--- src/hdl/sactl_ram.sv ---
// sactl_ram: generic single-write, single-read ram with registered read data
// read-first on a same-address collision; no reset on contents
// no dependencies
`default_nettype none

module sactl_ram #(
    parameter int WIDTH = 8,
    parameter int DEPTH = 64
) (
    input  wire logic                                      clk,
    input  wire logic                                      we,
    input  wire logic [((DEPTH > 1) ? $clog2(DEPTH) : 1)-1:0] waddr,
    input  wire logic [WIDTH-1:0]                          wdata,
    input  wire logic [((DEPTH > 1) ? $clog2(DEPTH) : 1)-1:0] raddr,
    output logic      [WIDTH-1:0]                          rdata
);

    logic [WIDTH-1:0] mem_reg [DEPTH];
    logic [WIDTH-1:0] rdata_reg;

    always_ff @(posedge clk)
    begin
        if (we)
        begin
            mem_reg[waddr] <= wdata;
        end
        rdata_reg <= mem_reg[raddr];
    end

    assign rdata = rdata_reg;

endmodule

`default_nettype wire

--- config.mk ---
export PLATFORM = sky130hd
export DESIGN_NAME = sactl_ram
export DESIGN_NICKNAME = d
export VERILOG_FILES = /design/src/hdl/sactl_ram.sv
export SDC_FILE = /design/constraint.sdc
export NUM_CORES = 1
export LEC_CHECK = 0
export ABC_AREA = 1
export BUFFER_PORTS_ARGS = -buffer_cell sky130_fd_sc_hd__buf_2
export CELL_PAD_IN_SITES_DETAIL_PLACEMENT = 1
export CELL_PAD_IN_SITES_GLOBAL_PLACEMENT = 1
export CORE_MARGIN = 2
export CORE_UTILIZATION = 34
export DETAILED_ROUTE_END_ITERATION = 12
export PLACE_DENSITY_LB_ADDON = 0.25
export SKIP_LAST_GASP = 1
export SLEW_MARGIN = 20
export SYNTH_ARGS = -nofsm -noshare
export SYNTH_HDL_FRONTEND = slang
export SYNTH_SLANG_ARGS = --single-unit
--- constraint.sdc ---
create_clock -name clk -period 3.2 [get_ports clk]
set_input_delay 0.32 -clock clk [delete_from_list [all_inputs] [get_ports clk]]
set_output_delay 0.32 -clock clk [all_outputs]
set_load 0.01 [all_outputs]
# Word-level counts from Yosys, hierarchy flattened

Memories as Yosys holds them, arrays and structs flattened. A register that Yosys moved wholly into a read port is not among the register bits.
Cells that the tools add are included.

Output and inout port bits: 8
Bits of input ports: 22
Memories: 1
Logic and storage cells: 3
Register bits: 0
Bits in read-only memories: 0
Latch bits: 0
Memory bits (writable): 512

Shifts and indexed selects: 0
Bitwise operators: 0
Multipliers: 0
Div/mod/pow operators: 0
Muxes and demuxes: 2
Equality and inequality tests: 0
$add $sub $neg: 0
Reduce and logical (&&, ||, !) cells: 0
Magnitude comparators: 0

Memory list:

| name    | words | bits a word | rd ports | clocked after Yosys merged registers in | write ports | line | source |
|---|---|---|---|---|---|---|---|
| mem_reg | 64    | 8           | 1        | 1                                       | 1           | 18   | `logic [WIDTH-1:0] mem_reg [DEPTH];` |

Operators with widths:

| cell    | count |
|---|---|
| $mux W1 | 2 |

# Depth between registers and ports, before layout

Depth after elaboration: 2
Gate-level depth with buffers: 12
Depth with buffers taken out: 9

# Worst setup path after synthesis

OpenSTA, ideal clock, no wires.

Kind: input port to flip-flop
Start point: in we
End point: mem mem_reg[48][0] (enable)
Required time: 2.805 ns
Setup time: 0.395 ns
Setup slack: 1.114 ns
Path buffers: 1
Cell stages on the path: 3
Arrival: 1.691 ns
Cells stage by stage: clkbuf_1 nand4_1 nor4_1

Cells in the longest elaborated chain, start to end: 2

RTL lines:

| what                          | line | source |
|---|---|---|
| from (decl)                   | 11   | `input wire logic we,` |
| $mux W1                       | 23   | `if (we)` |
| $mux W1 (implied by the code) | 25   | `mem_reg[waddr] <= wdata;` |
| to (decl)                     | 18   |  |

No other way between the ends.

==> run_results.csv <==
group,metric,value,unit
placement,dp_hpwl,37900,µm
placement,numPortBuffers,29,
flow_run,maxCapViolCount,0,
timing,max_slew.worst_pin.slew,0.999,ns
logic_synthesis,synth_area_leader_cell,"edfxtp_1",
critical_path,reg2reg_slack,1.68,ns
global_route,grt_overflow,0,
critical_path,crit_required,3.74,ns
layout,drive_gt1_share,11.1,%
floorplanning,rows,91,
critical_path,worstPathCellList,"clkbuf_8 -> inv_8 -> buf_12 -> nand2_1 -> nand3_1 -> nand3_1 -> nand2_1 -> nand2_1 -> nand3_1 -> nand3_1 -> nand2_1",
global_route,grt_antenna_before_repair,3,
global_route,grt_usage,20.1,%
logic_synthesis,synth_seq_area_share,72.8,%
logic_synthesis,synth_most_common_cell,"nand2_1",
placement,gp_congestion,0.803,
detailed_routing,dr.pass1.iters,5,
power_and_ir_drop,powerDensity,611,mW/mm²
floorplanning,die-area,0.0648,mm²
layout,fin_util,39.5,%
layout,syn_to_final_growth,14.5,%
detailed_routing,wire_per_inst,23.1,µm
timing,rsz0062_at_grt,"no",
logic_synthesis,yosys.area.top_type_share,72.0,%
timing,setup_viol,0,
timing,setup_ws,1.52,ns
global_route,grt_pass1_vias,14900,
logic_synthesis,synth_edf_count,512,
hold_path,hold_class,"in -> reg",
power_and_ir_drop,fin_total_pwr,14.9,mW
critical_path,start_kind,"input port",
logic_synthesis,netlist_instances,1805,
layout,largest_register_ffs,512,
detailed_routing,dr_total_vias,14100,
cts,clkTransAtPathRegs,0.06,ns
detailed_routing,ant_nets,0,
cts,clock-root-buffer,"clkbuf_16",
cts,hold_buffers,0,
floorplanning,die_w,255,µm
critical_path,path_max_fanout,73,
detailed_routing,drt-initial-drc-count,1164,
timing,timing.final.crit_share,52.5,%
power_and_ir_drop,p_seq_share,50.7,%
power_and_ir_drop,p_switching,3.43,mW
cts,numCtsBuffers,56,
logic_synthesis,synth_cell_types,16,
logic_synthesis,ys.flop_type,"edfxtp_1",
power_and_ir_drop,p_leak,8.83,nW
logic_synthesis,synth_warnings,0,
layout,finalInstanceArea,0.0244,mm²
cts,cts_tree,"yes",
critical_path,crit_type,"in -> reg",
cts,clock_latency,0.61,ns
logic_synthesis,netlist_area,0.0213,mm²
timing,max_freq,596,MHz
timing,drv_slew,0,
critical_path,r2r_cells,8,
floorplanning,boundaryPins,30,
cts,htree_levels,2,
logic_synthesis,synth_area_leaders,"edfxtp_1 72%, nand2_1 11%, nand3_1 10%",
critical_path,endpoint_kind,"flop",
layout,antenna-diode-count,0,
power_and_ir_drop,p_comb_share,6.3,%
timing,finalSetupTns,0,ns
power_and_ir_drop,switching_share,23.0,%
critical_path,rr_startpoint,"mem_reg[27][1]",
timing,finalCriticalPeriod,1.68,ns
placement,place_area,0.0226,mm²
logic_synthesis,synth_fp_nets,1827,
floorplanning,fp.dieH,255,µm
hold_path,holdCritStartpoint,"raddr[5]",
run_status,status,"complete, no violations",
power_and_ir_drop,ir_drop,0.000372,V
detailed_routing,routed_via_density,5.12,
timing,relSlewSlack,33.4,%
logic_synthesis,ys_top_cells_by_count,"648 x nand2_1, 512 x edfxtp_1, 439 x nand3_1",
layout,nets,1902,
global_route,grt_pass1_wl,95600,µm
timing,fin_skew,0.0216,ns
critical_path,reg2reg_to,"rdata[1]",
power_and_ir_drop,p_int,11.5,mW
timing,finalHoldViolations,0,
critical_path,crit_arrival,2.22,ns
cts,clkSinkCount,520,
floorplanning,core_area,0.0618,mm²
logic_synthesis,synth_async_sr_flop_share,0,%
critical_path,cp_slowest_stage_delay,0.38,ns
hold_path,min_to,"rdata[1]",
critical_path,crit_slowest_cell,"inv_8",
cts,cts_setup_buffers,0,
detailed_routing,drc,0,
floorplanning,initial_utilization,34.5,%
cts,cts_buffer_depth,3,
logic_synthesis,avgSynthCellArea,11.8,µm²
placement,place_ws,0.898,ns
global_route,grt_max_degree,132,
detailed_routing,totalWireLength,63900,µm
cts,ctsResizeCount,0,
power_and_ir_drop,pwr-share-clk,43.0,%
logic_synthesis,synth_seq_cells,520,
hold_path,worstHoldPathCells,3,
through the flow:
step	cells	hold WS, ns
2_1_floorplan	1805	0.419
3_3_place_gp	2659	0.740
3_5_place_dp	2659	0.746
4_1_cts	2764	0.0856
5_1_grt	2764	0.124
6_report	2764	0.117
layer usage:
layer | wire (µm) | global-route usage (%)
met1 | 29100 | 28.0
met2 | 29100 | 31.4
met3 | 3690 | 4.13
met4 | 2010 | 6.52
met5 | 35 | 0
power by group through the flow:
stage | combinational, mW | clock (mW) | sequential, mW
6_report | 0.941 | 6.42 | 7.57
5_1_grt | 1.04 | 6.80 | 7.57
2_1_floorplan | 0.530 | 0 | 7.70
4_1_cts | 0.952 | 6.55 | 7.57
3_5_place_dp | 0.950 | 0 | 7.72
3_3_place_gp | 0.939 | 0 | 7.72
area by class of cell:
class | instances | area, µm²
fill | 6655 | 37400
sequential | 520 | 15500
multi-input combinational | 1160 | 4950
clock buffer | 67 | 1460
timing repair buffer | 130 | 1050
tap | 837 | 1050
clock inverter | 38 | 335
inverter | 12 | 55.1
how the worst max path moves through the flow:
stage,from,to,cells past startpoint
final,raddr[0],rdata[3],11
after global routing,raddr[0],rdata[3],11
after CTS,raddr[0],rdata[3],11
after detailed placement,raddr[0],rdata[3],11
after global placement,raddr[0],rdata[3],11
after floorplan,we,mem_reg[48][0],3
critical path, delay by kind of cell:
kind,cells,cell delay [ns]
AND/OR/NAND/NOR,8,0.95
buffers and inverters,3,0.90
cells in the final DEF (no fill, tap or decap), types with 11 or more instances in the layout:
cell | Yosys | final
buf_2 | 37 | 27
clkinv_1 | 0 | 15
nand2_1 | 648 | 648
nand3_1 | 439 | 439
clkbuf_16 | 0 | 57
edfxtp_1 | 512 | 512
buf_12 | 0 | 11
buf_4 | 14 | 91
nor2_1 | 56 | 56
clkinv_2 | 0 | 13
kinds of logic after synthesis:
| kind of cell | after synthesis | share of synthesized area, % |
|---|---|---|
| simple gates | 1160 | 23.2 |
| flops | 520 | 72.8 |
| buf+inv | 125 | 4.02 |
(Power assumes the default switching activity.)
